<file path="config.mk">
export PLATFORM = sky130hd
export DESIGN_NAME = roa_mul
export DESIGN_NICKNAME = d
export VERILOG_FILES = /design/src/rtl/core/ray_orientation_and_advance_defines.svh /design/src/rtl/core/roa_pkg.sv /design/src/rtl/core/roa_mul.sv
export SDC_FILE = /design/constraint.sdc
export NUM_CORES = 2
export LEC_CHECK = 0
export BUFFER_PORTS_ARGS = -buffer_cell sky130_fd_sc_hd__buf_2
export CORE_ASPECT_RATIO = 2
export CORE_MARGIN = 5
export CORE_UTILIZATION = 65
export DETAILED_ROUTE_END_ITERATION = 6
export GPL_TIMING_DRIVEN = 0
export HOLD_SLACK_MARGIN = 0.15
export PLACE_DENSITY_LB_ADDON = 0.08
export SETUP_SLACK_MARGIN = 0.1
export SYNTH_ARGS = -nofsm -noshare
export SYNTH_HDL_FRONTEND = slang
export SYNTH_SLANG_ARGS = --single-unit
</file>
<file path="constraint.sdc">
create_clock -name clk -period 21.5 [get_ports clk]
set_input_delay 4.3 -clock clk [delete_from_list [all_inputs] [get_ports clk]]
set_output_delay 4.3 -clock clk [all_outputs]
set_load 0.005 [all_outputs]
</file>
<file path="src/rtl/core/ray_orientation_and_advance_defines.svh">
// Assertion macros shared by the ray orientation and advance RTL.
// No dependencies; included by the modules that carry concurrent checks.
`ifndef RAY_ORIENTATION_AND_ADVANCE_DEFINES_SVH
`define RAY_ORIENTATION_AND_ADVANCE_DEFINES_SVH

// Same-cycle implication, checked out of reset.
`define ROA_ASSERT_IMPL(name, clk, rstn, ante, cons, msg) \
  name: assert property (@(posedge clk) disable iff (!rstn) (ante) |-> (cons)) \
    else $error(msg);

// Next-cycle implication, checked out of reset.
`define ROA_ASSERT_NEXT(name, clk, rstn, ante, cons, msg) \
  name: assert property (@(posedge clk) disable iff (!rstn) (ante) |=> (cons)) \
    else $error(msg);

`endif

</file>
<file path="src/rtl/core/roa_pkg.sv">
// Shared types, constants and helpers for the ray orientation and advance block.
// No dependencies; imported by every module of the block.
package roa_pkg;

  localparam int ANGLE_BITS_DEF   = 16;
  localparam int COORD_BITS_DEF   = 32;
  localparam int CORDIC_STEPS_DEF = 16;

  localparam int STEP_LIMIT = 24;
  localparam int CORDIC_W   = 52;   // vectoring inputs are 32-bit values times 2^16, plus growth
  localparam int ANG_Z_W    = 34;   // angle accumulator, 32-bit turn plus headroom
  localparam int MUL_W      = 34;
  localparam int THOU_IN_W  = 38;
  localparam int DIR_W      = 11;
  localparam int DIV_W      = 41;
  localparam int REM_W      = 10;
  localparam int OP_W       = 3;

  localparam int DIR_SCALE  = 1000;
  localparam int ROUND_HALF = DIR_SCALE / 2;
  localparam logic [31:0] GAIN_Q30 = 32'd652032874;

  localparam logic [31:0] ATAN_TURN [STEP_LIMIT] = '{
    32'd536870912, 32'd316933406, 32'd167458907, 32'd85004756, 32'd42667331,
    32'd21354465,  32'd10679838,  32'd5340245,   32'd2670163,  32'd1335087,
    32'd667544,    32'd333772,    32'd166886,    32'd83443,    32'd41722,
    32'd20861,     32'd10430,     32'd5215,      32'd2608,     32'd1304,
    32'd652,       32'd326,       32'd163,       32'd81
  };

  typedef enum logic [OP_W-1:0] {
    OP_MOVE       = 3'd0,
    OP_TURN_YAW   = 3'd1,
    OP_TURN_PITCH = 3'd2,
    OP_SET_DIR    = 3'd3,
    OP_SET_START  = 3'd4
  } roa_op_t;

  typedef enum logic [4:0] {
    S_IDLE,
    S_APPLY,
    S_VY,
    S_VY_W,
    S_MH,
    S_ML,
    S_MS,
    S_VP,
    S_VP_W,
    S_RY,
    S_RY_W,
    S_RP,
    S_RP_W,
    S_PX,
    S_PY,
    S_PZ,
    S_MM,
    S_MD,
    S_MW,
    S_OUT
  } roa_state_t;

  typedef struct packed {
    logic start;
    logic vectoring;
  } cordic_ctl_t;

  typedef struct packed {
    logic busy;
    logic done;
  } unit_sts_t;

  // Q2.30 value to signed thousandths, half away from zero, clamped to one.
  function automatic logic signed [DIR_W-1:0] to_thou(input logic signed [THOU_IN_W-1:0] v);
    logic signed [47:0] w;
    logic signed [47:0] p;
    logic [47:0] m;
    logic [18:0] q;
    w = 48'(v);
    p = (w <<< 10) - (w <<< 4) - (w <<< 3);
    m = p[47] ? 48'(-p) : 48'(p);
    q = 19'((m + 48'(1 << 29)) >> 30);
    if (q > 19'(DIR_SCALE)) begin
      q = 19'(DIR_SCALE);
    end
    to_thou = p[47] ? -DIR_W'(q) : DIR_W'(q);
  endfunction

endpackage

</file>
<file path="src/rtl/core/roa_mul.sv">
// Shared signed multiplier with a registered product.
// Depends on roa_pkg for the operand width.
module roa_mul import roa_pkg::*; (
  input  logic                       clk,
  input  logic signed [MUL_W-1:0]    a,
  input  logic signed [MUL_W-1:0]    b,
  output logic signed [2*MUL_W-1:0]  prod
);

  logic signed [2*MUL_W-1:0] prod_r;

  always_ff @(posedge clk) begin
    prod_r <= a * b;
  end

  assign prod = prod_r;

endmodule

</file>
==> results.py, run 1 <==
metrics = {
    "run_status": {
        "status": "did not finish",
        "flow.stopped_at": "5_1_grt",
        "error": "[ERROR GRT-0116] Global routing finished with congestion. Check the congestion regions in the DRC Viewer.",
    },
    "floorplanning": {
        "num_rows": 133,
        "initial_core_util_pct": 65.46,
        "die_h_um": 373.9,
        "die_w_um": 191.9,
        "top_level_ports": 137,
    },
    "clocking": {
        "cts_max_level": 3,
        "post_cts_buffers": 0,
        "cts-resized-gates": 0,
        "cts.path.max_buffers": 2,
        "postCtsHoldBufs": 0,
        "root_buffer": "clkbuf_16",
        "cts.sinks": 68,
        "numCtsBuffers": 9,
    },
    "place": {
        "dp_cells": 5561,
        "gp_congestion": 1.171,
        "dpl.hpwl_um": 149200,
        "io_buffers": 130,
        "placedInstanceArea_um2": 44780,
    },
    "grt": {
        "grt_pass1_vias": 40280,
        "grt_overflow": 34,
        "grt_usage_pct": 56.33,
        "grt_max_degree": 18,
        "grt_pass1_wl_um": 283400,
    },
    "yosys": {
        "seq_area_frac_synth_pct": 3.164,
        "synth_warnings": 0,
        "synth_area_per_cell_um2": 9.448,
        "synth_edf_count": 0,
        "ys_ff_latch": 68,
        "synth_top_area_share_pct": 57.74,
        "synth_cell_types": 69,
        "synth_area_um2": 43030,
        "synth.area.top_cells": "fa_1 (58%), inv_1 (11%), and2_1 (9.0%), ha_1 (5.9%), nand2_1 (4.7%)",
        "async_flop_share_pct": 0,
        "syn_nets": 6068,
        "synthFlopType": "dfxtp_1",
        "yosysTopAreaCell": "fa_1",
        "syn-instance-count": 4554,
    },
}
## synth_stat cells, drive strengths merged (3+ instances only)
master	count
nand3	11
nand4	11
o21bai	12
o211ai	3
and2	623
o41ai	6
clkbuf	217
nand2	542
a21o	37
a211o	3
o21ai	41
nor2b	9
a221oi	4
nand2b	20
a21oi	63
fa	1241
ha	204
xnor2	56
buf	9
dfxtp	68
inv	1231
o21a	4
xor2	23
a211oi	7
nor3	5
or2	4
a31oi	10
nor2	56
and3	8
## layer usage
metal / overflow / GRT usage [%]
met3: 0 / 26.03
met4: 19 / 61.51
met2: 15 / 81.59
met5: 0 / 1.329
met1: 0 / 55.49
## through the flow
step | setup slack, ns | utilization (%)
floorplan | 9.710 | -
detailed placement | 6.939 | 68.12
CTS | 7.367 | 68.59
global placement | 6.963 | 68.12
## cell families after synthesis
group | Yosys count | share of synthesized area [%]
compound gates | 206 | 3.347
xor+xnor | 79 | 1.608
fa+ha+maj | 1445 | 63.67
flops | 68 | 3.164
simple gates | 1296 | 15.37
buf+inv | 1460 | 12.84
==> inputs of run 2 (changes only) <==
--- a/config.mk
+++ b/config.mk
@@ -6,14 +6,11 @@
 export NUM_CORES = 2
 export LEC_CHECK = 0
 export BUFFER_PORTS_ARGS = -buffer_cell sky130_fd_sc_hd__buf_2
-export CORE_ASPECT_RATIO = 2
 export CORE_MARGIN = 5
-export CORE_UTILIZATION = 65
+export CORE_UTILIZATION = 40
 export DETAILED_ROUTE_END_ITERATION = 6
 export GPL_TIMING_DRIVEN = 0
-export HOLD_SLACK_MARGIN = 0.15
-export PLACE_DENSITY_LB_ADDON = 0.08
-export SETUP_SLACK_MARGIN = 0.1
+export PLACE_DENSITY_LB_ADDON = 0.15
 export SYNTH_ARGS = -nofsm -noshare
 export SYNTH_HDL_FRONTEND = slang
 export SYNTH_SLANG_ARGS = --single-unit
==> results.py, run 2 <==
metrics = {
    "run_status": {
        "status": "completed",
    },
    "clocking": {
        "numCtsBuffers": 9,
        "postCtsHoldBufs": 0,
        "clk_pin_slew_ns": 0.07,
        "cts_tree": "done",
        "cts.sinks": 68,
        "cts-resized-gates": 0,
        "cts_max_level": 3,
        "post_cts_buffers": 0,
        "cts.path.max_buffers": 2,
        "root_buffer": "clkbuf_16",
    },
    "detailed_routing": {
        "drt_iter0_markers": 2226,
        "first_pass_iters": 6,
        "antenna_left": 0,
        "wl_um": 164500,
        "wire_per_inst_um": 26.87,
        "drc_errors": 0,
        "vias_per_cell": 5.132,
        "num_vias": 31410,
    },
    "yosys": {
        "yosysTopAreaCell": "fa_1",
        "synth_cell_types": 69,
        "synthFlopType": "dfxtp_1",
        "synth_top_area_share_pct": 57.74,
        "synth_most_common_cell": "fa_1",
        "synthTopCellsByCount": "fa_1 (1241), inv_1 (1231), and2_1 (621), nand2_1 (542), clkbuf_1 (214)",
        "synth_warnings": 0,
        "synth_area_um2": 43030,
        "synth_edf_count": 0,
        "async_flop_share_pct": 0,
        "seq_area_frac_synth_pct": 3.164,
        "synth.area.top_cells": "fa_1 (58%), inv_1 (11%), and2_1 (9.0%), ha_1 (5.9%), nand2_1 (4.7%)",
        "ys_ff_latch": 68,
        "syn_nets": 6068,
        "syn-instance-count": 4554,
        "synth_area_per_cell_um2": 9.448,
    },
    "grt": {
        "grt_max_degree": 18,
        "grt_usage_pct": 29.91,
        "grt_pass1_wl_um": 242900,
        "grt_overflow": 0,
        "antenna_found_initial": 28,
        "grt_pass1_vias": 34560,
    },
    "floorplanning": {
        "die_h_um": 338.0,
        "num_rows": 120,
        "core_area_um2": 106900,
        "top_level_ports": 137,
        "initial_core_util_pct": 40.25,
        "die_w_um": 338.0,
        "die-area_um2": 114200,
    },
    "timing": {
        "rsz0062_at_grt": "no",
        "setup_tns_ns": 0,
        "drv_slew": 0,
        "finalCritPeriodShare_pct": 63.70,
        "finalHoldViolCount": 0,
        "finalCriticalPeriod_ns": 13.70,
        "max_freq_mhz": 73.01,
        "max_slew_margin_pct": 3.643,
        "worst_pin_slew_ns": 1.445,
        "setup_viol_count_final": 0,
    },
    "place": {
        "placedInstanceArea_um2": 45440,
        "dp_cells": 6087,
        "dpl.hpwl_um": 140600,
        "gp_congestion": 1.038,
        "io_buffers": 130,
    },
    "worst_setup_path": {
        "cp-end-kind": "register",
        "critical_path.startpoint_type": "primary input",
        "crit_fanout": 10,
        "crit_type": "primary input to register",
        "worstPathRequired_ns": 21.80,
        "cp_data_arrival_time_ns": 14.00,
    },
    "layout": {
        "area_growth_pct": 6.394,
        "fin_util_pct": 42.82,
        "nNetsFinal": 6209,
        "drive_above_1_share_pct": 4.064,
        "largest_reg_flops": 68,
        "layout_commonest_cell": "fa_1",
        "final_cell_mix": "fa_1 (1241), inv_1 (1231), and2_1 (621)",
        "final_cell_area_um2": 45780,
        "final_cells": 6120,
    },
    "flow_run": {
        "drv_cap": 0,
    },
    "hold_path": {
        "hold_class": "primary input to register",
        "min_path_cells": 2,
    },
}
-- run 2: layout make-up --
cell class | instances | area, um^2
Fill cell | 10970 | 61120
Multi-Input combinational cell | 3026 | 36140
Inverter | 1232 | 4624
Tap cell | 1403 | 1755
Sequential cell | 68 | 1361
Buffer | 228 | 900.9
Timing Repair Buffer | 130 | 650.6
Clock buffer | 9 | 225.2
Clock inverter | 7 | 75.07
Antenna cell | 17 | 42.54
-- run 2: metal layers --
layer | routed length [um] | part of all wire (%) | up-vias | GRT usage [%]
li1 | - | - | 13110 | -
met1 | 66940 | 41 | 16690 | 40.31
met2 | 76220 | 46 | 1267 | 48.03
met3 | 13230 | 8.0 | 322 | 5.900
met4 | 7969 | 4.8 | 14 | 11.61
met5 | 97 | 0.059 | - | 0
-- run 2: cell families after synthesis --
kind of cell	count (synthesis)	synth area share, %
xor+xnor	79	1.608
buf+inv	1460	12.84
fa+ha+maj	1445	63.67
flops	68	3.164
compound gates	206	3.347
simple gates	1296	15.37
-- run 2: critical path: stages --
cell	delay, ns
clkbuf_1	0.53
clkbuf_1	0.90
nand2_1	0.16
fa_1	0.57
fa_1	0.73
inv_1	0.10
fa_1	0.48
inv_1	0.06
fa_1	0.49
fa_1	0.55
inv_1	0.05
fa_1	0.55
fa_1	0.50
inv_1	0.05
fa_1	0.55
inv_1	0.06
ha_1	0.59
nand2_1	0.16
o41ai_2	1.04
a21o_1	0.23
nand2_1	0.07
nand4b_1	0.34
a21bo_2	0.31
a21o_1	0.29
a311oi_2	0.14
xnor2_1	0.15
-- run 2: final timing paths --
| check | start | endpoint | slack, ns |
|---|---|---|---|
| hold / removal | a[0] | prod[0] | 4.32 |
| setup / recovery | b[6] | prod[64] | 7.80 |
-- run 2: stage by stage --
| stage | hold WS [ns] | setup slack [ns] |
|---|---|---|
| after detailed placement | 4.676 | 7.438 |
| final | 4.322 | 7.803 |
| after global routing | 4.310 | 7.566 |
| after CTS | 4.288 | 7.872 |
| after global placement | 4.677 | 7.428 |
| after floorplan | 4.427 | 9.710 |
Power of run 2 is not shown: default switching activity piles up to over one toggle a cycle in this logic, so the estimate is an artifact.
