## config.mk

```make
export PLATFORM = sky130hd
export DESIGN_NAME = roa_div
export DESIGN_NICKNAME = d
export VERILOG_FILES = /design/src/rtl/core/ray_orientation_and_advance_defines.svh /design/src/rtl/core/roa_pkg.sv /design/src/rtl/core/roa_div.sv
export SDC_FILE = /design/constraint.sdc
export NUM_CORES = 1
export LEC_CHECK = 0
export BUFFER_PORTS_ARGS = -buffer_cell sky130_fd_sc_hd__buf_2
export CAP_MARGIN = 25
export CORE_MARGIN = 3
export CORE_UTILIZATION = 40
export CTS_BUF_LIST = sky130_fd_sc_hd__clkbuf_16
export DETAILED_ROUTE_END_ITERATION = 8
export PLACE_DENSITY = 0.65
export RECOVER_POWER = 50
export SLEW_MARGIN = 20
export SYNTH_ARGS = -nofsm -noshare
export SYNTH_HDL_FRONTEND = slang
export SYNTH_SLANG_ARGS = --single-unit
```

## constraint.sdc

```tcl
create_clock -name clk -period 13.4 [get_ports clk]
set_input_delay 0.67 -clock clk [delete_from_list [all_inputs] [get_ports clk]]
set_output_delay 0.67 -clock clk [all_outputs]
set_load 0.01 [all_outputs]
```

## src/rtl/core/ray_orientation_and_advance_defines.svh

```systemverilog
// Assertion macros shared by the ray orientation and advance RTL.
// No dependencies; included by the modules that carry concurrent checks.
`ifndef RAY_ORIENTATION_AND_ADVANCE_DEFINES_SVH
`define RAY_ORIENTATION_AND_ADVANCE_DEFINES_SVH

// Same-cycle implication, checked out of reset.
`define ROA_ASSERT_IMPL(name, clk, rstn, ante, cons, msg) \
  name: assert property (@(posedge clk) disable iff (!rstn) (ante) |-> (cons)) \
    else $error(msg);

// Next-cycle implication, checked out of reset.
`define ROA_ASSERT_NEXT(name, clk, rstn, ante, cons, msg) \
  name: assert property (@(posedge clk) disable iff (!rstn) (ante) |=> (cons)) \
    else $error(msg);

`endif

```

## src/rtl/core/roa_pkg.sv

```systemverilog
// Shared types, constants and helpers for the ray orientation and advance block.
// No dependencies; imported by every module of the block.
package roa_pkg;

  localparam int ANGLE_BITS_DEF   = 16;
  localparam int COORD_BITS_DEF   = 32;
  localparam int CORDIC_STEPS_DEF = 16;

  localparam int STEP_LIMIT = 24;
  localparam int CORDIC_W   = 52;   // vectoring inputs are 32-bit values times 2^16, plus growth
  localparam int ANG_Z_W    = 34;   // angle accumulator, 32-bit turn plus headroom
  localparam int MUL_W      = 34;
  localparam int THOU_IN_W  = 38;
  localparam int DIR_W      = 11;
  localparam int DIV_W      = 41;
  localparam int REM_W      = 10;
  localparam int OP_W       = 3;

  localparam int DIR_SCALE  = 1000;
  localparam int ROUND_HALF = DIR_SCALE / 2;
  localparam logic [31:0] GAIN_Q30 = 32'd652032874;

  localparam logic [31:0] ATAN_TURN [STEP_LIMIT] = '{
    32'd536870912, 32'd316933406, 32'd167458907, 32'd85004756, 32'd42667331,
    32'd21354465,  32'd10679838,  32'd5340245,   32'd2670163,  32'd1335087,
    32'd667544,    32'd333772,    32'd166886,    32'd83443,    32'd41722,
    32'd20861,     32'd10430,     32'd5215,      32'd2608,     32'd1304,
    32'd652,       32'd326,       32'd163,       32'd81
  };

  typedef enum logic [OP_W-1:0] {
    OP_MOVE       = 3'd0,
    OP_TURN_YAW   = 3'd1,
    OP_TURN_PITCH = 3'd2,
    OP_SET_DIR    = 3'd3,
    OP_SET_START  = 3'd4
  } roa_op_t;

  typedef enum logic [4:0] {
    S_IDLE,
    S_APPLY,
    S_VY,
    S_VY_W,
    S_MH,
    S_ML,
    S_MS,
    S_VP,
    S_VP_W,
    S_RY,
    S_RY_W,
    S_RP,
    S_RP_W,
    S_PX,
    S_PY,
    S_PZ,
    S_MM,
    S_MD,
    S_MW,
    S_OUT
  } roa_state_t;

  typedef struct packed {
    logic start;
    logic vectoring;
  } cordic_ctl_t;

  typedef struct packed {
    logic busy;
    logic done;
  } unit_sts_t;

  // Q2.30 value to signed thousandths, half away from zero, clamped to one.
  function automatic logic signed [DIR_W-1:0] to_thou(input logic signed [THOU_IN_W-1:0] v);
    logic signed [47:0] w;
    logic signed [47:0] p;
    logic [47:0] m;
    logic [18:0] q;
    w = 48'(v);
    p = (w <<< 10) - (w <<< 4) - (w <<< 3);
    m = p[47] ? 48'(-p) : 48'(p);
    q = 19'((m + 48'(1 << 29)) >> 30);
    if (q > 19'(DIR_SCALE)) begin
      q = 19'(DIR_SCALE);
    end
    to_thou = p[47] ? -DIR_W'(q) : DIR_W'(q);
  endfunction

endpackage

```

## src/rtl/core/roa_div.sv

```systemverilog
// Divider by the thousandths scale: reciprocal multiplication, then one correction step.
// Depends on roa_pkg for widths, the divisor and the status struct.
module roa_div import roa_pkg::*; (
  input  logic             clk,
  input  logic             rst_n,
  input  logic             start,
  input  logic [DIV_W-1:0] dividend,
  output unit_sts_t        sts,
  output logic [DIV_W-1:0] quotient
);

  // floor(2^DIV_W / 1000): the estimate is the quotient or one below it
  localparam logic [31:0] RECIP = 32'((64'd1 << DIV_W) / DIR_SCALE);
  localparam int LO_W  = 20;
  localparam int HI_W  = DIV_W - LO_W;
  localparam int PRD_W = HI_W + 32;
  localparam int Q_W   = PRD_W + 1 - HI_W;

  localparam logic [1:0] PH_LO  = 2'd0;
  localparam logic [1:0] PH_HI  = 2'd1;
  localparam logic [1:0] PH_FIX = 2'd2;

  logic [DIV_W-1:0] num_r;
  logic [PRD_W-1:0] acc_r, prod;
  logic [PRD_W:0]   sum;
  logic [Q_W-1:0]   quo_r;
  logic [HI_W-1:0]  mul_in;
  logic [DIV_W+1:0] back;
  logic [REM_W:0]   rem;
  logic [1:0]       ph_r;
  logic             busy_r, done_r, last;

  always_comb begin
    // low part of the dividend first, high part second
    mul_in = (ph_r == PH_LO) ? HI_W'(num_r[LO_W-1:0]) : num_r[DIV_W-1:LO_W];
    prod   = PRD_W'(mul_in) * PRD_W'(RECIP);
    sum    = (PRD_W + 1)'(prod) + (PRD_W + 1)'(acc_r >> LO_W);
    back   = (DIV_W + 2)'(quo_r) * (DIV_W + 2)'(DIR_SCALE);
    rem    = (REM_W + 1)'((DIV_W + 2)'(num_r) - back);
    last   = (ph_r == PH_FIX);
  end

  always_ff @(posedge clk) begin
    if (!rst_n) begin
      busy_r <= 1'b0;
      done_r <= 1'b0;
      ph_r   <= PH_LO;
    end else begin
      done_r <= busy_r && last;
      if (start) begin
        busy_r <= 1'b1;
        ph_r   <= PH_LO;
      end else if (busy_r) begin
        if (last) begin
          busy_r <= 1'b0;
        end else begin
          ph_r <= ph_r + 2'd1;
        end
      end
    end
  end

  always_ff @(posedge clk) begin
    if (start) begin
      num_r <= dividend;
    end else if (busy_r) begin
      case (ph_r)
        PH_LO:   acc_r <= prod;
        PH_HI:   quo_r <= Q_W'(sum >> HI_W);
        default: begin
          // remainder of one scale or more: bump the estimate
          if (rem >= (REM_W + 1)'(DIR_SCALE)) begin
            quo_r <= quo_r + Q_W'(1);
          end
        end
      endcase
    end
  end

  assign sts      = '{busy: busy_r, done: done_r};
  assign quotient = DIV_W'(quo_r);

endmodule

```

== Yosys cells after proc, flatten, opt, wreduce, memory -nomap -nowiden ==
Index checks and enable logic that the tools add are counted.

* $add $sub $neg: 4
* $mul: 2
* $lt $le $gt $ge: 1
* Equal/unequal tests: 2
* Mux-type cells: 6
* Bitwise gates (word level): 4
* Reductions and logical operators: 7

{| class="wikitable"
|+ Operators with widths
! operator !! number
|-
| $pmux 33 s2 || 1
|-
| $add 53x33->54 || 1
|-
| $mul 21x32->53 const B || 1
|-
| $add 33x1->33 const B || 1
|-
| $mul 33x7->8 const B || 1
|-
| $mux 33 || 1
|-
| $mux 21 || 1
|-
| $ge 11x10->1 const B || 1
|-
| $sub 11x11->11 || 1
|-
| $not 1->1 || 4
|-
| $reduce_and 4->1 || 1
|-
| $mux 1 || 3
|-
| $reduce_and 3->1 || 1
|-
| $add 2x1->2 const B || 1
|-
| $eq 2x1->1 const B || 1
|-
| $eq 2x2->1 const B || 1
|-
| $logic_not 2->1 || 1
|-
| $reduce_and 2->1 || 1
|-
| $reduce_bool 2->1 || 1
|-
| $reduce_or 2->1 || 1
|-
| $logic_and 1x1->1 || 1
|}

* Flip-flop bits (word level): 131
* Output and inout bits: 43

== Logic depth before layout (Yosys ltp) ==
* Word-level depth: 5
* Gate-level depth with buffers: 40
* Gate-level depth less buffers: 36

== Least setup slack after synthesis ==
Ideal clock, no wire load.

* Path kind: reg-to-reg
* Start point: register ph_r[1]
* End point: register quo_r[29] (data pin)
* Setup time: 0.270 ns
* Arrival: 9.106 ns
* Path slack: 4.024 ns
* Stages on the path, launching flop included: 37
* Period minus slack after synthesis: 9.376 ns
* Path through: dfxtp_1 > inv_1 > ha_1 > buf_2 > clkbuf_1 > mux2i_1 > inv_1 > ha_1 > inv_1 > fa_1 > fa_1 > inv_1 > fa_1 > fa_1 > inv_1 > fa_1 > fa_1 > inv_1 > ha_1 > a21o_1 > o21bai_1 > a221oi_2 > o31ai_1 > xor2_1 > ha_1 > a21o_1 > a21o_1 > a21o_1 > a221oi_1 > o21ai_1 > a221o_1 > o2111a_2 > and4_1 > buf_6 > and4_1 > xnor2_1 > a21oi_1

* Word-level cells in the longest chain between the ends: 5
* Elaborated cells on any way between the ends: 6
* Those cells by class: add/sub: 1; mul: 1; eq/ne: 1; mux: 2; reduce/logical: 1

{| class="wikitable"
|+ RTL lines
! element !! line !! RTL
|-
| start, declared || roa_div.sv:30 || <nowiki>logic [1:0] ph_r;</nowiki>
|-
| start signal, assigned || roa_div.sv:57 || <nowiki>ph_r <= ph_r + 2'd1;</nowiki>
|-
| $logic_not 2->1 || roa_div.sv:35 || <nowiki>mul_in = (ph_r == PH_LO) ? HI_W'(num_r[LO_W-1:0]) : num_r[DIV_W-1:LO_W];</nowiki>
|-
| $mux 21 || roa_div.sv:35 ||
|-
| $mul 21x32->53 || roa_div.sv:36 || <nowiki>prod = PRD_W'(mul_in) * PRD_W'(RECIP);</nowiki>
|-
| via prod[21] || roa_div.sv:24 || <nowiki>logic [PRD_W-1:0] acc_r, prod;</nowiki>
|-
| $add 53x33->54 || roa_div.sv:37 || <nowiki>sum = (PRD_W + 1)'(prod) + (PRD_W + 1)'(acc_r >> LO_W);</nowiki>
|-
| $pmux 33 s2 || roa_div.sv:67 || <nowiki>case (ph_r)</nowiki>
|-
| end signal, assigned || roa_div.sv:69 || <nowiki>PH_HI: quo_r <= Q_W'(sum >> HI_W);</nowiki>
|-
| end signal, assigned || roa_div.sv:73 || <nowiki>quo_r <= quo_r + Q_W'(1);</nowiki>
|-
| end, declared || roa_div.sv:26 || <nowiki>logic [Q_W-1:0] quo_r;</nowiki>
|}

The timed path passes the listed nets, and every way through them passes these cells.
A chain may end at the register's enable or synchronous reset.

== Worst setup path in the final report ==
* Start point: register ph_r[1]
* End point: register quo_r[31] (data pin)

Same word-level chain as after synthesis.

==> results.md <==
* Row count at a little under 80
* Final setup fails at 0
* Initial antenna violation count at 1
* Violations in the final reports: capacitance limit, slew limit
* Commonest non-fill, non-tap cells in the layout: sky130_fd_sc_hd__inv_1, sky130_fd_sc_hd__ha_1, sky130_fd_sc_hd__fa_1, sky130_fd_sc_hd__edfxtp_1, sky130_fd_sc_hd__nand2_1
* Top fanout value on the critical path at 12
* Proportion of register bits with asynchronous set or reset after synthesis at 0%
* Final worst path period share at between 80% and 90%
* Area Growth Syn to Fin at 7.132%
* DRC viols at 0
* Ant. Diodes at 0
* Least setup slack across all paths after layout at approximately 2.5 ns
* First-pass GRT wire length at around 76 mm
* I/O pin count at 87
* Vias in the first global route at ~14,000
* Count of filler cells inserted in the layout at 4,254
* Sum of negative setup slack at 0 ns
* Post-cts gate resize count at 0
* Critical Path AT at around 11 ns
* Hold Buf Count CTS at 0
* Post-detailed-route wirelength per cell at 19.41 um
* Worst Setup Start Kind: flop
* Number of clock buffers inserted by TritonCTS at 9
* Library cells used by synthesis at 90
* Die boundary width at 218.3 um
* Number of nets with antenna violations after detailed routing at 0
* Layout cells sized above 1 at just over 6%
* Area of the die at roughly 48,000 sq um
* Final worst hold slack at ~0.46 ns
* Drt via density at ~5.3
* Total congestion overflow at 0
* Result of the run: finished, violations left
* Total buffers and inverters traversed by the critical path at 9
* Initial standard-cell utilization of the core at about two fifths
* Max capacitance violation total at 2
* Worst hold path class: in2reg
* Htree depth at 3
* Number of pins with negative max-slew slack in the final report at 78
* Standard cell with the maximum stage delay on the critical path: sky130_fd_sc_hd__mux2i_1
* Gate count after technology mapping at 1,824
* Category of cells accounting for the largest share of critical-path delay: adder cells
* Post-CTS setup buffer count at 0
* Most common cell after layout, fill and taps aside: sky130_fd_sc_hd__inv_1
* Required time reported for the critical path endpoint at ~14 ns
* DP Wirelength at between 40 and 50 mm
* CTS clock-pin slew for the worst setup and hold paths at 0.08 ns
* Max Fclk at around 0.09 GHz
* First-pass detailed-route iteration total at 9
* Sink count of the clock tree at roughly 110
* RSZ-0062 raised after global routing: no
* WS Path Type: reg2reg
* Post-layout minimum cycle time at roughly 11 ns
* EDFF count, synth at between 100 and 150
* Max clock buf depth at 2
* Post-synth top flop: sky130_fd_sc_hd__edfxtp_1
* Count of warnings emitted by yosys at 0
* Avg Synthesized Cell Area at ~10 sq um
* Clk Tree Root Cell: sky130_fd_sc_hd__clkbuf_16
* Clock latency at the later pin of the worst-skew pair at just under 0.4 ns
* Total of buffers placed on input and output ports at 78
* Total routing resource utilization after global routing at a little over a fifth
* Critical Path Max Stage Delay at ~0.60 ns
* Total wire length at approximately 48 mm
* Cell area after technology mapping at approximately 18,000 sq um
* Hold violation total from the final report at 0
* Worst slew margin relative to its limit at -44.68%
* Net total in the final layout at around 2,500
* Critical path capture point type: flop
* Iter 0 DRT Violations at 806
* Worst setup slack before clock tree synthesis at 2.569 ns
* Maximum number of pins on one net before global-route repair at 44
* Vertical die dimension at between 200 and 250 um
* Area fraction of the dominant cell type after synthesis at roughly 24%
* Area occupied by registers at around 3300 sq um
* Via Count at about 13,000
* Slew at the pin closest to its max-slew limit at 2.170 ns
* Number of synthesized register bits at 111
* Global placer's final weighted congestion at about 0.96
* Multi-input combinational cell area at between 10,000 and 15,000 sq um
* Post-Route Skew at roughly 0.018 ns
* Post-synth top area cell: sky130_fd_sc_hd__fa_1
* Core ar. at between 40,000 and 50,000 sq um
* CTS tree: built
* Sequential area share after synthesis at a little under a fifth
* Most prevalent standard cell on the critical path: sky130_fd_sc_hd__inv_1
* Most area-consuming cells after synthesis: sky130_fd_sc_hd__fa_1, sky130_fd_sc_hd__ha_1, sky130_fd_sc_hd__edfxtp_1, sky130_fd_sc_hd__inv_1, sky130_fd_sc_hd__xnor2_1
[final timing paths]
kind | startpoint | to | slack [ns] | cells past startpoint
worst min register to register | busy_r | done_r | 0.55 | 1
worst min-delay path | dividend[7] | num_r[7] | 0.46 | 1
worst max-delay path | ph_r[1] | quo_r[31] | 2.52 | 36
worst max register to register | ph_r[1] | quo_r[31] | 2.52 | 36
[cell type report]
cell class | count | area share (%)
Timing Repair Buffer | 88 | 2.241
Inverter | 399 | 7.752
Tap cell | 592 | 3.834
Clock buffer | 9 | 1.166
Multi-Input combinational cell | 1280 | 67.62
Clock inverter | 7 | 0.3432
Sequential cell | 111 | 17.04
[cell usage after synthesis (8+ instances only)]
cell                       count
sky130_fd_sc_hd__a21oi_1      75
sky130_fd_sc_hd__a21o_1       29
sky130_fd_sc_hd__ha_1        308
sky130_fd_sc_hd__nand2b_1     10
sky130_fd_sc_hd__a211oi_1     13
sky130_fd_sc_hd__nand2_1      94
sky130_fd_sc_hd__and2_1        8
sky130_fd_sc_hd__buf_4        11
sky130_fd_sc_hd__nor2b_1      10
sky130_fd_sc_hd__buf_2        10
sky130_fd_sc_hd__nand3_1      31
sky130_fd_sc_hd__mux2i_1      18
sky130_fd_sc_hd__o21ai_0      48
sky130_fd_sc_hd__o21ai_1      11
sky130_fd_sc_hd__inv_1       398
sky130_fd_sc_hd__nor3_1       25
sky130_fd_sc_hd__mux2_2        9
sky130_fd_sc_hd__and3_1       16
sky130_fd_sc_hd__xnor2_1      68
sky130_fd_sc_hd__nand4_1      25
sky130_fd_sc_hd__o21a_1       11
sky130_fd_sc_hd__o21bai_1     11
sky130_fd_sc_hd__nor2_1       80
sky130_fd_sc_hd__xor2_1       39
sky130_fd_sc_hd__clkbuf_1     18
sky130_fd_sc_hd__edfxtp_1    107
sky130_fd_sc_hd__fa_1        219
[metal layers]
layer	vias to the layer above	global-route usage [%]	part of all wire, %
met3	66	3.031	5.6
met2	382	35.00	48
met1	6499	28.11	44
met4	2	5.849	2.4
met5	-	0	0.027
li1	6180	-	-
[logic make-up (layout without fill, tap and decap cells)]
kind of cell / Yosys count / in the layout / synth area share [%]
AOI/OAI and AO/OA: 272 / 272 / 10.23
xor gates and xnor gates: 109 / 109 / 5.439
adders and majority gates: 527 / 527 / 45.68
buffers and inverters: 440 / 503 / 9.505
DFF: 111 / 111 / 18.26
muxes: 27 / 27 / 1.561
other: 1 / 8 / 0.02079
and+or+nand+nor: 337 / 337 / 9.311
[state kept, by name, indices dropped and copies added, names as in the netlist]
register and cells:
quo_r 33, done_r 1, ph_r 2, acc_r 33, num_r 41, busy_r 1
[worst reg2reg max path, delay by kind of cell, from the launching register on]
kind                     cells  cell delay (ns)
AO/OA/AOI/OAI                6             1.52
multiplexers                 1             0.61
AND/OR/NAND/NOR              9             1.94
adder cells (fa/ha/maj)     10             4.57
XOR/XNOR                     1             0.45
buffers and inverters        9             1.36
flip-flops                   1             0.33
[per-stage QoR]
step | cell area [sq um] | utilization [%] | std cells
after floorplan | 18060 | - | 1831
after detailed placement | 19080 | 42.96 | 2470
after CTS | 19370 | 43.62 | 2486
after global routing | 19320 | 43.50 | 2486
final | 19320 | 43.50 | 2486
after global placement | 19050 | 42.90 | 2469
Power is not shown: default switching activity piles up to over one toggle a cycle in this logic, so the estimate is an artifact.
