### config.mk
export PLATFORM = sky130hd
export DESIGN_NAME = roa_cordic
export DESIGN_NICKNAME = d
export VERILOG_FILES = /design/src/rtl/core/ray_orientation_and_advance_defines.svh /design/src/rtl/core/roa_pkg.sv /design/src/rtl/core/roa_cordic.sv
export SDC_FILE = /design/constraint.sdc
export NUM_CORES = 1
export LEC_CHECK = 0
export BUFFER_PORTS_ARGS = -buffer_cell sky130_fd_sc_hd__buf_2
export CAP_MARGIN = 10
export CORE_MARGIN = 2
export CORE_UTILIZATION = 35
export CTS_CLUSTER_SIZE = 28
export DETAILED_ROUTE_END_ITERATION = 10
export GPL_TIMING_DRIVEN = 0
export PLACE_DENSITY_LB_ADDON = 0.05
export REMOVE_ABC_BUFFERS = 1
export SLEW_MARGIN = 20
export SYNTH_ARGS = -nofsm -noshare
export SYNTH_HDL_FRONTEND = slang
export SYNTH_SLANG_ARGS = --single-unit
### constraint.sdc
create_clock -name clk -period 10 [get_ports clk]
set_clock_uncertainty 0.1 [all_clocks]
set_input_delay 0.5 -clock clk [delete_from_list [all_inputs] [get_ports clk]]
set_output_delay 0.5 -clock clk [all_outputs]
set_load 0.01 [all_outputs]
### src/rtl/core/ray_orientation_and_advance_defines.svh
// Assertion macros shared by the ray orientation and advance RTL.
// No dependencies; included by the modules that carry concurrent checks.
`ifndef RAY_ORIENTATION_AND_ADVANCE_DEFINES_SVH
`define RAY_ORIENTATION_AND_ADVANCE_DEFINES_SVH

// Same-cycle implication, checked out of reset.
`define ROA_ASSERT_IMPL(name, clk, rstn, ante, cons, msg) \
  name: assert property (@(posedge clk) disable iff (!rstn) (ante) |-> (cons)) \
    else $error(msg);

// Next-cycle implication, checked out of reset.
`define ROA_ASSERT_NEXT(name, clk, rstn, ante, cons, msg) \
  name: assert property (@(posedge clk) disable iff (!rstn) (ante) |=> (cons)) \
    else $error(msg);

`endif

### src/rtl/core/roa_pkg.sv
// Shared types, constants and helpers for the ray orientation and advance block.
// No dependencies; imported by every module of the block.
package roa_pkg;

  localparam int ANGLE_BITS_DEF   = 16;
  localparam int COORD_BITS_DEF   = 32;
  localparam int CORDIC_STEPS_DEF = 16;

  localparam int STEP_LIMIT = 24;
  localparam int CORDIC_W   = 52;   // vectoring inputs are 32-bit values times 2^16, plus growth
  localparam int ANG_Z_W    = 34;   // angle accumulator, 32-bit turn plus headroom
  localparam int MUL_W      = 34;
  localparam int THOU_IN_W  = 38;
  localparam int DIR_W      = 11;
  localparam int DIV_W      = 41;
  localparam int REM_W      = 10;
  localparam int OP_W       = 3;

  localparam int DIR_SCALE  = 1000;
  localparam int ROUND_HALF = DIR_SCALE / 2;
  localparam logic [31:0] GAIN_Q30 = 32'd652032874;

  localparam logic [31:0] ATAN_TURN [STEP_LIMIT] = '{
    32'd536870912, 32'd316933406, 32'd167458907, 32'd85004756, 32'd42667331,
    32'd21354465,  32'd10679838,  32'd5340245,   32'd2670163,  32'd1335087,
    32'd667544,    32'd333772,    32'd166886,    32'd83443,    32'd41722,
    32'd20861,     32'd10430,     32'd5215,      32'd2608,     32'd1304,
    32'd652,       32'd326,       32'd163,       32'd81
  };

  typedef enum logic [OP_W-1:0] {
    OP_MOVE       = 3'd0,
    OP_TURN_YAW   = 3'd1,
    OP_TURN_PITCH = 3'd2,
    OP_SET_DIR    = 3'd3,
    OP_SET_START  = 3'd4
  } roa_op_t;

  typedef enum logic [4:0] {
    S_IDLE,
    S_APPLY,
    S_VY,
    S_VY_W,
    S_MH,
    S_ML,
    S_MS,
    S_VP,
    S_VP_W,
    S_RY,
    S_RY_W,
    S_RP,
    S_RP_W,
    S_PX,
    S_PY,
    S_PZ,
    S_MM,
    S_MD,
    S_MW,
    S_OUT
  } roa_state_t;

  typedef struct packed {
    logic start;
    logic vectoring;
  } cordic_ctl_t;

  typedef struct packed {
    logic busy;
    logic done;
  } unit_sts_t;

  // Q2.30 value to signed thousandths, half away from zero, clamped to one.
  function automatic logic signed [DIR_W-1:0] to_thou(input logic signed [THOU_IN_W-1:0] v);
    logic signed [47:0] w;
    logic signed [47:0] p;
    logic [47:0] m;
    logic [18:0] q;
    w = 48'(v);
    p = (w <<< 10) - (w <<< 4) - (w <<< 3);
    m = p[47] ? 48'(-p) : 48'(p);
    q = 19'((m + 48'(1 << 29)) >> 30);
    if (q > 19'(DIR_SCALE)) begin
      q = 19'(DIR_SCALE);
    end
    to_thou = p[47] ? -DIR_W'(q) : DIR_W'(q);
  endfunction

endpackage

### src/rtl/core/roa_cordic.sv
// Shared CORDIC iteration unit: one micro-rotation per cycle, rotation or vectoring.
// Depends on roa_pkg for widths, the arctangent table and the control structs.
module roa_cordic import roa_pkg::*; #(
  parameter int STEPS = CORDIC_STEPS_DEF
) (
  input  logic                       clk,
  input  logic                       rst_n,
  input  cordic_ctl_t                ctl,
  input  logic signed [CORDIC_W-1:0] x0,
  input  logic signed [CORDIC_W-1:0] y0,
  input  logic signed [ANG_Z_W-1:0]  z0,
  output unit_sts_t                  sts,
  output logic signed [CORDIC_W-1:0] x_out,
  output logic signed [CORDIC_W-1:0] y_out,
  output logic signed [ANG_Z_W-1:0]  z_out
);

  localparam int NUM_STEPS = (STEPS > STEP_LIMIT) ? STEP_LIMIT : STEPS;
  localparam int CNT_W     = $clog2(NUM_STEPS);

  logic signed [CORDIC_W-1:0] x_r, y_r, x_nxt, y_nxt, xs, ys;
  logic signed [ANG_Z_W-1:0]  z_r, z_nxt, at;
  logic [CNT_W-1:0]           cnt_r;
  logic                       busy_r, done_r, vect_r, rot_pos, last;

  always_comb begin
    // vectoring drives y toward zero, rotation drives z toward zero
    rot_pos = vect_r ? y_r[CORDIC_W-1] : !z_r[ANG_Z_W-1];
    xs      = x_r >>> cnt_r;
    ys      = y_r >>> cnt_r;
    at      = ANG_Z_W'(ATAN_TURN[5'(cnt_r)]);
    x_nxt   = rot_pos ? x_r - ys : x_r + ys;
    y_nxt   = rot_pos ? y_r + xs : y_r - xs;
    z_nxt   = rot_pos ? z_r - at : z_r + at;
    last    = (cnt_r == CNT_W'(NUM_STEPS - 1));
  end

  always_ff @(posedge clk) begin
    if (!rst_n) begin
      busy_r <= 1'b0;
      done_r <= 1'b0;
      cnt_r  <= '0;
      vect_r <= 1'b0;
    end else begin
      done_r <= busy_r && last;
      if (ctl.start) begin
        busy_r <= 1'b1;
        cnt_r  <= '0;
        vect_r <= ctl.vectoring;
      end else if (busy_r) begin
        if (last) begin
          busy_r <= 1'b0;
        end else begin
          cnt_r <= cnt_r + 1'b1;
        end
      end
    end
  end

  always_ff @(posedge clk) begin
    if (ctl.start) begin
      x_r <= x0;
      y_r <= y0;
      z_r <= z0;
    end else if (busy_r) begin
      x_r <= x_nxt;
      y_r <= y_nxt;
      z_r <= z_nxt;
    end
  end

  assign sts   = '{busy: busy_r, done: done_r};
  assign x_out = x_r;
  assign y_out = y_r;
  assign z_out = z_r;

endmodule

# --- After elaboration in Yosys (flattened, before gate mapping) ---
# Memory sizes are Yosys's and may differ from the RTL's.
# Cells that the tools add are included.
totals:
  latchBits: 0
  mem_count: 1
  ram_bits: 0
  rom_bits: 1024
  in_bits: 142
  reg_bits: 145
op_classes:
  n_div: 0
  n_mul: 0
  n_reduce_logical: 5
  add_sub_neg: 7
  order_cmp: 1
  shift: 2
  n_eq_ne: 1
  mux: 15
  n_bitwise: 3
mem_list:
  columns: ["name", "depth", "width", "rd", "rd_ports_with_merged_regs", "write_ports", "line_no", "source"]
  rows:
  - ["(no name shown)", 32, 32, 1, 0, 0, "roa_cordic.sv:31", "at = ANG_Z_W'(ATAN_TURN[5'(cnt_r)]);"]
op_table:
  columns: ["op", "count"]
  rows:
  - ["two-way mux 52 bit", 6]
  - ["adder 52 bit", 2]
  - [">>> shifter 52 x 4 -> 52 bit", 2]
  - ["subtractor 52 bit", 2]
  - ["two-way mux 34 bit", 3]
  - ["two-way mux 32 bit", 2]
  - ["adder 34 x 33 -> 34 bit", 1]
  - ["subtractor 34 x 33 -> 34 bit", 1]
  - ["greater-or-equal comparator 6 bit, second input constant", 1]
  - ["NOT 4 -> 6 bit", 1]
  - ["adder 4 x 1 -> 4 bit, second input constant", 1]
  - ["== test 4 bit, second input constant", 1]
  - ["two-way mux 1 bit", 4]
  - ["NOT 1 bit", 2]
  - ["AND reduction 2 bit", 1]
  - ["nonzero test 2 bit", 1]
  - ["OR reduction 2 bit", 1]
  - ["logical AND 1 bit", 1]
  - ["logical NOT 1 bit", 1]

# --- Logic depth before layout (Yosys ltp) ---
# Gate-level depths: netlist of run 1.
depth:
  ltp_word: 8
  depth_mapped: 33
  ltp_nobuf: 26

# --- Worst setup path before layout of run 1 ---
# Ideal clock, no wire load.
synth_timing:
  path_type: "register to register"
  start: "register cnt_r[3]"
  end: "register x_r[50] (netlist: x_out[50]), data pin"
  setup_slack_ns: 2.347
  setup_ns: 0.260
  path_buffers: 10
  stages_incl_launch_ff: 34
  arrival_time_ns: 7.293
  t_required_ns: 9.640
  period_less_slack_ns: 7.653
  cell_sequence: "dfxtp_1 -> clkbuf_1 -> clkbuf_1 -> clkbuf_1 -> clkbuf_1 -> buf_1 -> buf_2 -> clkbuf_1 -> clkbuf_1 -> buf_1 -> clkbuf_1 -> nand2_1 -> o21ai_0 -> ha_1 -> inv_1 -> a211o_1 -> nor4b_2 -> and2b_1 -> nand2_1 -> nor2_1 -> nor2_1 -> xor2_1 -> ha_1 -> nand4_1 -> nor2_1 -> and4_1 -> nor4b_1 -> a211oi_1 -> o311ai_0 -> o21ai_0 -> o21ai_0 -> o21ai_0 -> xnor2_1 -> mux2_2"
synth_between:
  elab_chain_cells: 5
synth_lines:
  columns: ["element", "line_no", "source"]
  rows:
  - ["start, declared", "roa_cordic.sv:23", "logic [CNT_W-1:0] cnt_r;"]
  - ["start signal, assigned", "roa_cordic.sv:54", "cnt_r <= cnt_r + 1'b1;"]
  - [">>> shifter 52 x 4 -> 52 bit (*)", "roa_cordic.sv:30", "ys = y_r >>> cnt_r;"]
  - ["adder 52 bit / subtractor 52 bit (equally long branches)", "roa_cordic.sv:32", "x_nxt = rot_pos ? x_r - ys : x_r + ys;"]
  - ["two-way mux 52 bit (*)", "roa_cordic.sv:32", null]
  - ["two-way mux 52 bit (*)", "roa_cordic.sv:65", "end else if (busy_r) begin"]
  - ["two-way mux 52 bit (*)", "roa_cordic.sv:61", "if (ctl.start) begin"]
  - ["end signal, assigned", "roa_cordic.sv:66", "x_r <= x_nxt;"]
  - ["end, declared", "roa_cordic.sv:21", "logic signed [CORDIC_W-1:0] x_r, y_r, x_nxt, y_nxt, xs, ys;"]
# Every way passes the cells marked *; elsewhere a longest branch is shown, timed or not. The select of a mux whose other input is x is not followed.
# A chain may end at the register's enable or synchronous reset.

# --- Worst setup path after layout of run 1 ---
layout_timing:
  start: "register cnt_r[2]"
  end: "register x_r[47] (netlist: x_out[47]), data pin"
# Same word-level chain as after synthesis.

==> results of run 1 <==
worst max-delay path by stage:
stage / cells after the start / slack [ns] / to / startpoint
6_report: 23 / 1.50 / x_out[47] / cnt_r[2]
5_1_grt: 25 / 0.94 / x_out[47] / cnt_r[2]
4_1_cts: 23 / 1.59 / x_out[47] / cnt_r[2]
3_5_place_dp: 23 / 1.64 / x_out[47] / cnt_r[2]
3_3_place_gp: 20 / -5.38 / x_out[47] / cnt_r[3]
2_1_floorplan: 23 / -1.34 / z_out[33] / cnt_r[1]
kinds of logic after synthesis:
kind of cell | after synthesis | share of synthesized area
compound gates | 776 | 0.221
xor+xnor | 249 | 0.101
fa+ha+maj | 150 | 0.0884
buf+inv | 199 | 0.0398
flops | 145 | 0.199
mux | 251 | 0.171
simple gates | 829 | 0.179
stage by stage:
step	instances	utilization	cell area, um^2	hold WS [ns]	TNS, ns
final	3567	0.401	24300	0.164	0
after global placement	3514	0.383	23200	0.355	-472.26
after floorplan	2451	-	20800	0.380	-29.42
after global routing	3567	0.401	24300	0.157	0
after CTS	3566	0.401	24300	0.134	0
after detailed placement	3534	0.392	23800	0.360	0
metal layers:
metal,routed length (um),vias to the layer above
li1,-,10100
met1,35300,10100
met2,39000,512
met3,3010,55
met4,1440,0
met5,0,-
cell type report:
type,count,area [um^2]
Clock inverter,13,101
Antenna cell,1,2.50
Sequential cell,145,4300
Multi-Input combinational cell,2255,16400
Tap cell,782,978
Inverter,51,201
Fill cell,6259,36300
Clock buffer,19,443
Timing Repair Buffer,301,1920
synthesized netlist by cell type (19+ instances only):
| master | count |
|---|---|
| ha_1 | 147 |
| mux4_2 | 87 |
| nand4_1 | 25 |
| a21oi_1 | 201 |
| nand2_1 | 391 |
| nor3_1 | 36 |
| mux2_2 | 52 |
| nand2b_1 | 28 |
| and2_1 | 19 |
| o21a_1 | 23 |
| mux2i_1 | 110 |
| nor2_1 | 149 |
| nand3_1 | 68 |
| xnor2_1 | 131 |
| clkbuf_1 | 83 |
| o31ai_1 | 25 |
| buf_2 | 24 |
| edfxtp_1 | 138 |
| o21ai_0 | 273 |
| buf_1 | 24 |
| inv_1 | 49 |
| a31oi_1 | 35 |
| xor2_1 | 118 |
| a211oi_1 | 28 |
| a21o_1 | 54 |
| nor2b_1 | 25 |
registers in the layout (all words and copies together), names as in the netlist:
name / flops
busy_r: 1
cnt_r: 4
done_r: 1
vect_r: 1
x_out: 52
y_out: 52
z_out: 34
critical path, stage by stage, from the launching register on:
cell	delay, ns
dfxtp_4	0.57
buf_16	0.28
buf_12	0.27
buf_16	0.28
mux2_1	0.40
mux4_2	0.49
or4b_4	0.56
a2111oi_4	0.48
and4b_1	0.39
nor2b_1	0.29
a31oi_1	0.13
xor2_1	0.18
ha_1	0.40
nand3_1	0.23
nor3_1	0.40
nand4_1	0.14
a21oi_1	0.33
o21ai_0	0.31
a2111oi_0	0.68
nor3_1	0.17
or2_2	0.38
o21ai_0	0.41
xnor2_1	0.18
o21ai_0	0.09
==> results.md, run 1 <==
- Die W: 252 um
- Commonest non-fill, non-tap cell in the layout: nand2_1
- Layout Nets: 3063
- Primary FF master, synth: edfxtp_1
- Vias in the first global route: 19700
- Relative slew margins: 0.271
- Grt met2 use: 0.420
- Fmax: 118 MHz
- Final HPWL DP: 61800 um
- Run status: finished clean
- Fin crit period: 8.50 ns
- Setup WS pre-CTS: 1.64 ns
- Initial antenna violation count: 1
- Synthesized instance count: 2599
- Largest net degree at the start of global routing: 148
- Synth top area cells: edfxtp_1, mux4_2, ha_1
- Mapped Area: 21500 um^2
- Average size of a mapped cell: 8.27 um^2
- Yosys warning count: 0
- Area growth from synthesis to layout: 13.2%
- Met1 GRT Util: 0.323
- I/O Buffers: 281
- GR Layer Usage met3: 0.0263
- WL/cell: 22.1 um
- Layout cells sized above 1: 0.183
- CP required: 10.12 ns
- Synth cell types: 89
- R2r worst-path depth: 23
- Gr ovfl total: 0
- Initial Utilization: 0.355
- MaxCap Viol Count: 0
- Clock root buffer: clkbuf_16
- CTS buffer count: 17
- Overall die area: 63400 um^2
- Antenna Nets Post-Route: 0
- Final setup viols: 0
- Via count: 20800
- CORE AREA: 60600 um^2
- Worst-Margin Slew: 1.09 ns
- Yosys top cell area share: 0.193
- Hold Crit Class: in -> reg
- Sink of the worst hold path: vect_r
- Most Used Layer, Global Route: met2
- Clk slew on worst S/H paths: 0.07 ns
- R2R Setup Slk: 1.50 ns
- Top cell type by total area after synthesis: edfxtp_1
- Drt total wl: 78800 um
- # hold bufs at CTS: 0
- Unrepaired setup endpoints after global routing: no
- Post-CTS Setup Inserts: 0
- GR Util All Layers: 0.243
- Clock sinks: 145
- Hold wc startpoint: ctl[0]
- Startpoint type of the worst setup path: register
- FP Rows: 90
- Die height: 252 um
- TritonCTS clock tree: yes
- DR DRC count: 0
- Worst skew pair latency: 0.50 ns
- Critical path peak fanout: 51
- Synthesized flop and latch total: 145
- Vias per std cell: 5.82
- First-pass GRT wire length: 119000 um
- IO Pins: 282
- Initial DRC count: 1579
- Post-synth EDFFs: 138
- Endpoints failing hold: 0
- Part of the Yosys area used for sequential elements: 0.199
- TritonRoute pass-1 iters: 6
- Critical path capture point type: register
- Fin crit share: 0.850
- Fin. max-slew vios: 0
- Clock Tree Buf Depth: 2
- Reg-to-reg endpoint: x_out[47]
- Fin worst setup slack: 1.50 ns
- Hold path depth: 3
- Gpl congestion: 0.903
- Setup CP Type: reg -> reg
- # H-tree levels: 4
- Cts repair resizes: 0
- Worst Path Arrival: 8.62 ns
- Commonest cells after routing, fill and taps aside: nand2_1, buf_2, o21ai_0, a21oi_1
- Post-synth ARST share: 0
- Reg2reg start: cnt_r[2]
Power of run 1 is left out: the tool's default activity adds up to more than one toggle a clock period on the data nets, which glitch-free logic cannot reach.
==> inputs of run 2 (changes only) <==
- REMOVE_ABC_BUFFERS: 1 -> unset
==> results.md, run 2 (same netlist as run 1, synthesis figures left out) <==
- Endpoints failing hold: 0
- Clock Tree Buf Depth: 2
- Clk slew on worst S/H paths: 0.08 ns
- CP peak stage delay: 0.59 ns
- Die W: 252 um
- Vias in the first global route: 22000
- TritonCTS clock tree: yes
- Final HPWL DP: 85900 um
- Initial DRC count: 2152
- WL/cell: 29.0 um
- Startpoint type of the worst setup path: register
- # H-tree levels: 4
- Relative slew margins: 0.183
- Via count: 22700
- R2r worst-path depth: 28
- GR Util All Layers: 0.330
- Fmax: 101 MHz
- Run status: finished clean
- FP Rows: 90
- Fin worst setup slack: 0.0789 ns
- Overall die area: 63400 um^2
- Post-CTS Setup Inserts: 0
- Initial Utilization: 0.355
- Die height: 252 um
- Largest net degree at the start of global routing: 49
- Hold Crit Class: in -> reg
- Initial antenna violation count: 2
- Area growth from synthesis to layout: 14.4%
- MaxCap Viol Count: 0
- Fin crit period: 9.92 ns
- Critical path peak fanout: 19
- First-pass GRT wire length: 152000 um
- Post-layout util: 0.406
- DR DRC count: 0
- CTS buffer count: 17
- Gpl congestion: 1.02
- Commonest cells after routing, fill and taps aside: nand2_1, buf_2, o21ai_0, a21oi_1
- Fillers: 6352
- CP required: 10.15 ns
- Clock root buffer: clkbuf_16
- Post-DP Area: 23900 um^2
- TritonRoute pass-1 iters: 7
- I/O Buffers: 280
- CP max-delay cell: clkdlybuf4s15_2
- Fin crit share: 0.992
- Setup WS pre-CTS: -3.03 ns
- Commonest non-fill, non-tap cell in the layout: nand2_1
- Mapped Nets: 2891
- Setup CP Type: reg -> reg
- Antenna Nets Post-Route: 0
- Drt total wl: 107000 um
- Final setup viols: 0
- Layout Nets: 3188
- Final instance area: 24600 um^2
- Clock sinks: 145
- Finished Layout Cells: 3691
- Worst Path Arrival: 10.07 ns
- Layout cells sized above 1: 0.189
- Vias per std cell: 6.14
- IO Pins: 282
- Critical path capture point type: register
- Placed Cells incl. Taps: 3663
- Most used cell, CP: o21ai_0
- Hold path depth: 3
- Fin. max-slew vios: 0
- Worst-Margin Slew: 1.23 ns
- Gr ovfl total: 0
- Worst skew pair latency: 0.51 ns
- CORE AREA: 60600 um^2
[run 2: layout make-up]
cell class                 count  area (um^2)  area share
inverter                      51          191     0.00779
multi-input combinational   2255        16400       0.667
tap                          782          978      0.0398
buffer                       144          719      0.0293
clock buffer                  17          425      0.0173
timing repair buffer         282         1460      0.0593
clock inverter                14          134     0.00545
sequential                   145         4290       0.174
antenna                        1         2.50    0.000102
[run 2: critical path, delay by kind of cell (launching register included)]
kind / cells / cell delay [ns]
xor gates and xnor gates: 2 / 0.40
DFF: 1 / 0.49
AOI/OAI and AO/OA: 8 / 2.33
buffers and inverters: 8 / 3.31
and+or+nand+nor: 8 / 2.30
adders and majority gates: 2 / 0.66
[run 2: metrics by stage]
| step | hold WS, ns | TNS [ns] |
|---|---|---|
| finish | 0.164 | 0 |
| global route | 0.163 | -0.00670 |
| CTS | 0.141 | 0 |
| detailed placement | 0.373 | -132.59 |
| global placement | 0.364 | -139.00 |
| floorplan | 0.339 | 0 |
[run 2: path summary, 6_finish.rpt]
| check | startpoint | end | slack, ns |
|---|---|---|---|
| max | cnt_r[3] | x_out[49] | 0.08 |
| min | x0[31] | x_out[31] | 0.16 |
| max reg2reg | cnt_r[3] | x_out[49] | 0.08 |
| min reg2reg | busy_r | done_r | 0.38 |
[run 2: per-layer routing]
| layer | track usage | up-vias | wire length (um) |
|---|---|---|---|
| met5 | 0 | - | 0 |
| met4 | 0.160 | 0 | 5530 |
| met3 | 0.0690 | 188 | 7830 |
| met2 | 0.505 | 984 | 46600 |
| met1 | 0.441 | 11200 | 47100 |
| li1 | - | 10300 | - |
[run 2: repair_timing]
item,in CTS,in global routing
setup endpoints to repair,88,15
hold buffers,0,0
pin swaps,0,0
gates cloned,0,0
gates resized for setup,26,9
Power of run 2 is left out for the same reason.
==> inputs of run 3 (changes only) <==
- CORE_UTILIZATION: 35 -> 60
- REMOVE_ABC_BUFFERS: unset -> 1
==> results.md, run 3 (same netlist as run 1, synthesis figures left out) <==
- Critical path capture point type: register
- Final setup viols: 0
- R2r worst-path depth: 24
- Clock Tree Buf Depth: 2
- Worst-Margin Slew: 1.19 ns
- MaxCap Viol Count: 0
- Critical path endpoint: y_out[48]
- Hold WS: 0.199 ns
- Cts repair resizes: 0
- Area growth from synthesis to layout: 11.0%
- GR Util All Layers: 0.365
- Reg2reg start: cnt_r[1]
- Gr ovfl total: 0
- I/O Buffers: 281
- TritonRoute pass-1 iters: 6
- Post-CTS Setup Inserts: 0
- Critical Path Source: cnt_r[1]
- CP required: 10.12 ns
- Drt total wl: 69700 um
- Final HPWL DP: 53500 um
- Via count: 21300
- # H-tree levels: 4
- Worst Path Arrival: 8.46 ns
- WL/cell: 21.5 um
- Fin crit period: 8.34 ns
- Layout Nets: 3060
- Fillers: 3092
- Antenna Nets Post-Route: 0
- Gpl congestion: 0.946
- First-pass GRT wire length: 110000 um
- Run status: finished clean
- FP Rows: 69
- # hold bufs at CTS: 0
- Startpoint type of the worst setup path: register
- DR DRC count: 0
- Fin. max-slew vios: 0
- Initial Utilization: 0.607
- Die W: 193 um
- Commonest non-fill, non-tap cell in the layout: nand2_1
- Commonest cells after routing, fill and taps aside: nand2_1, buf_2, o21ai_0, a21oi_1
- Worst skew pair latency: 0.48 ns
- Fmax: 120 MHz
- Overall die area: 37300 um^2
- R2R Setup Slk: 1.66 ns
- Initial antenna violation count: 4
- IO Pins: 282
- Setup CP Type: reg -> reg
- Clock sinks: 145
- Unrepaired setup endpoints after global routing: no
- CTS buffer count: 17
- Reg-to-reg endpoint: y_out[48]
- Vias per std cell: 6.56
- Initial DRC count: 2193
- Relative slew margins: 0.204
- Die height: 193 um
- CORE AREA: 35400 um^2
- Vias in the first global route: 20400
- Endpoints failing hold: 0
- Fin crit share: 0.834
- Largest net degree at the start of global routing: 161
- Layout cells sized above 1: 0.181
- Clk slew on worst S/H paths: 0.07 ns
- Clock root buffer: clkbuf_16
- Hold path depth: 3
- TritonCTS clock tree: yes
- Critical path peak fanout: 38
- Hold Crit Class: in -> reg
run 3: cell type report:
| type | instances | area (um^2) | area share |
|---|---|---|---|
| Multi-Input combinational cell | 2255 | 16400 | 0.686 |
| Inverter | 51 | 199 | 0.00834 |
| Timing Repair Buffer | 298 | 1830 | 0.0767 |
| Clock buffer | 20 | 437 | 0.0183 |
| Tap cell | 461 | 577 | 0.0242 |
| Antenna cell | 4 | 10.0 | 0.000420 |
| Sequential cell | 145 | 4300 | 0.180 |
| Clock inverter | 12 | 134 | 0.00561 |
run 3: stage by stage:
| stage | std cells | util | instance area (um^2) | setup TNS [ns] | setup slack (ns) |
|---|---|---|---|---|---|
| 6_report | 3246 | 0.674 | 23900 | 0 | 1.66 |
| 2_1_floorplan | 2451 | - | 20800 | -29.42 | -1.34 |
| 3_5_place_dp | 3210 | 0.658 | 23300 | 0 | 1.83 |
| 5_1_grt | 3245 | 0.674 | 23900 | 0 | 1.03 |
| 4_1_cts | 3242 | 0.674 | 23800 | 0 | 1.80 |
| 3_3_place_gp | 3193 | 0.644 | 22800 | -420.38 | -4.78 |
run 3: worst max-delay path, cell delays in order (launching register included):
cell and delay (ns):
dfxtp_4 0.65, buf_12 0.28, buf_12 0.27, buf_16 0.28, mux4_2 0.58, a222oi_1 0.48, nand2_1 0.13, o31ai_1 0.19
ha_1 0.34, nand2_1 0.12, nor3b_1 0.69, a31oi_1 0.20, xnor2_1 0.19, ha_1 0.39, nand3_1 0.17, nor3_1 0.35
nand2_1 0.09, nor4b_1 0.53, a21oi_1 0.25, o211ai_1 0.44, nand3_1 0.21, a311oi_1 0.52, o22ai_1 0.15, xnor2_1 0.16
mux2_2 0.26
run 3: per-layer routing:
metal,up-vias,part of all wire,global-route usage
met4,0,0.059,0.213
met2,954,0.46,0.595
met3,192,0.071,0.0481
met5,-,0,0
met1,10100,0.41,0.467
li1,10100,-,-
run 3: how the worst min path moves through the flow:
stage / end / slack (ns) / start
after floorplan: done_r / 0.38 / busy_r
after global placement: done_r / 0.35 / busy_r
after detailed placement: done_r / 0.39 / busy_r
after CTS: z_out[24] / 0.19 / z0[24]
after global routing: busy_r / 0.21 / rst_n
final: y_out[45] / 0.20 / y0[45]
Power of run 3 is left out for the same reason.
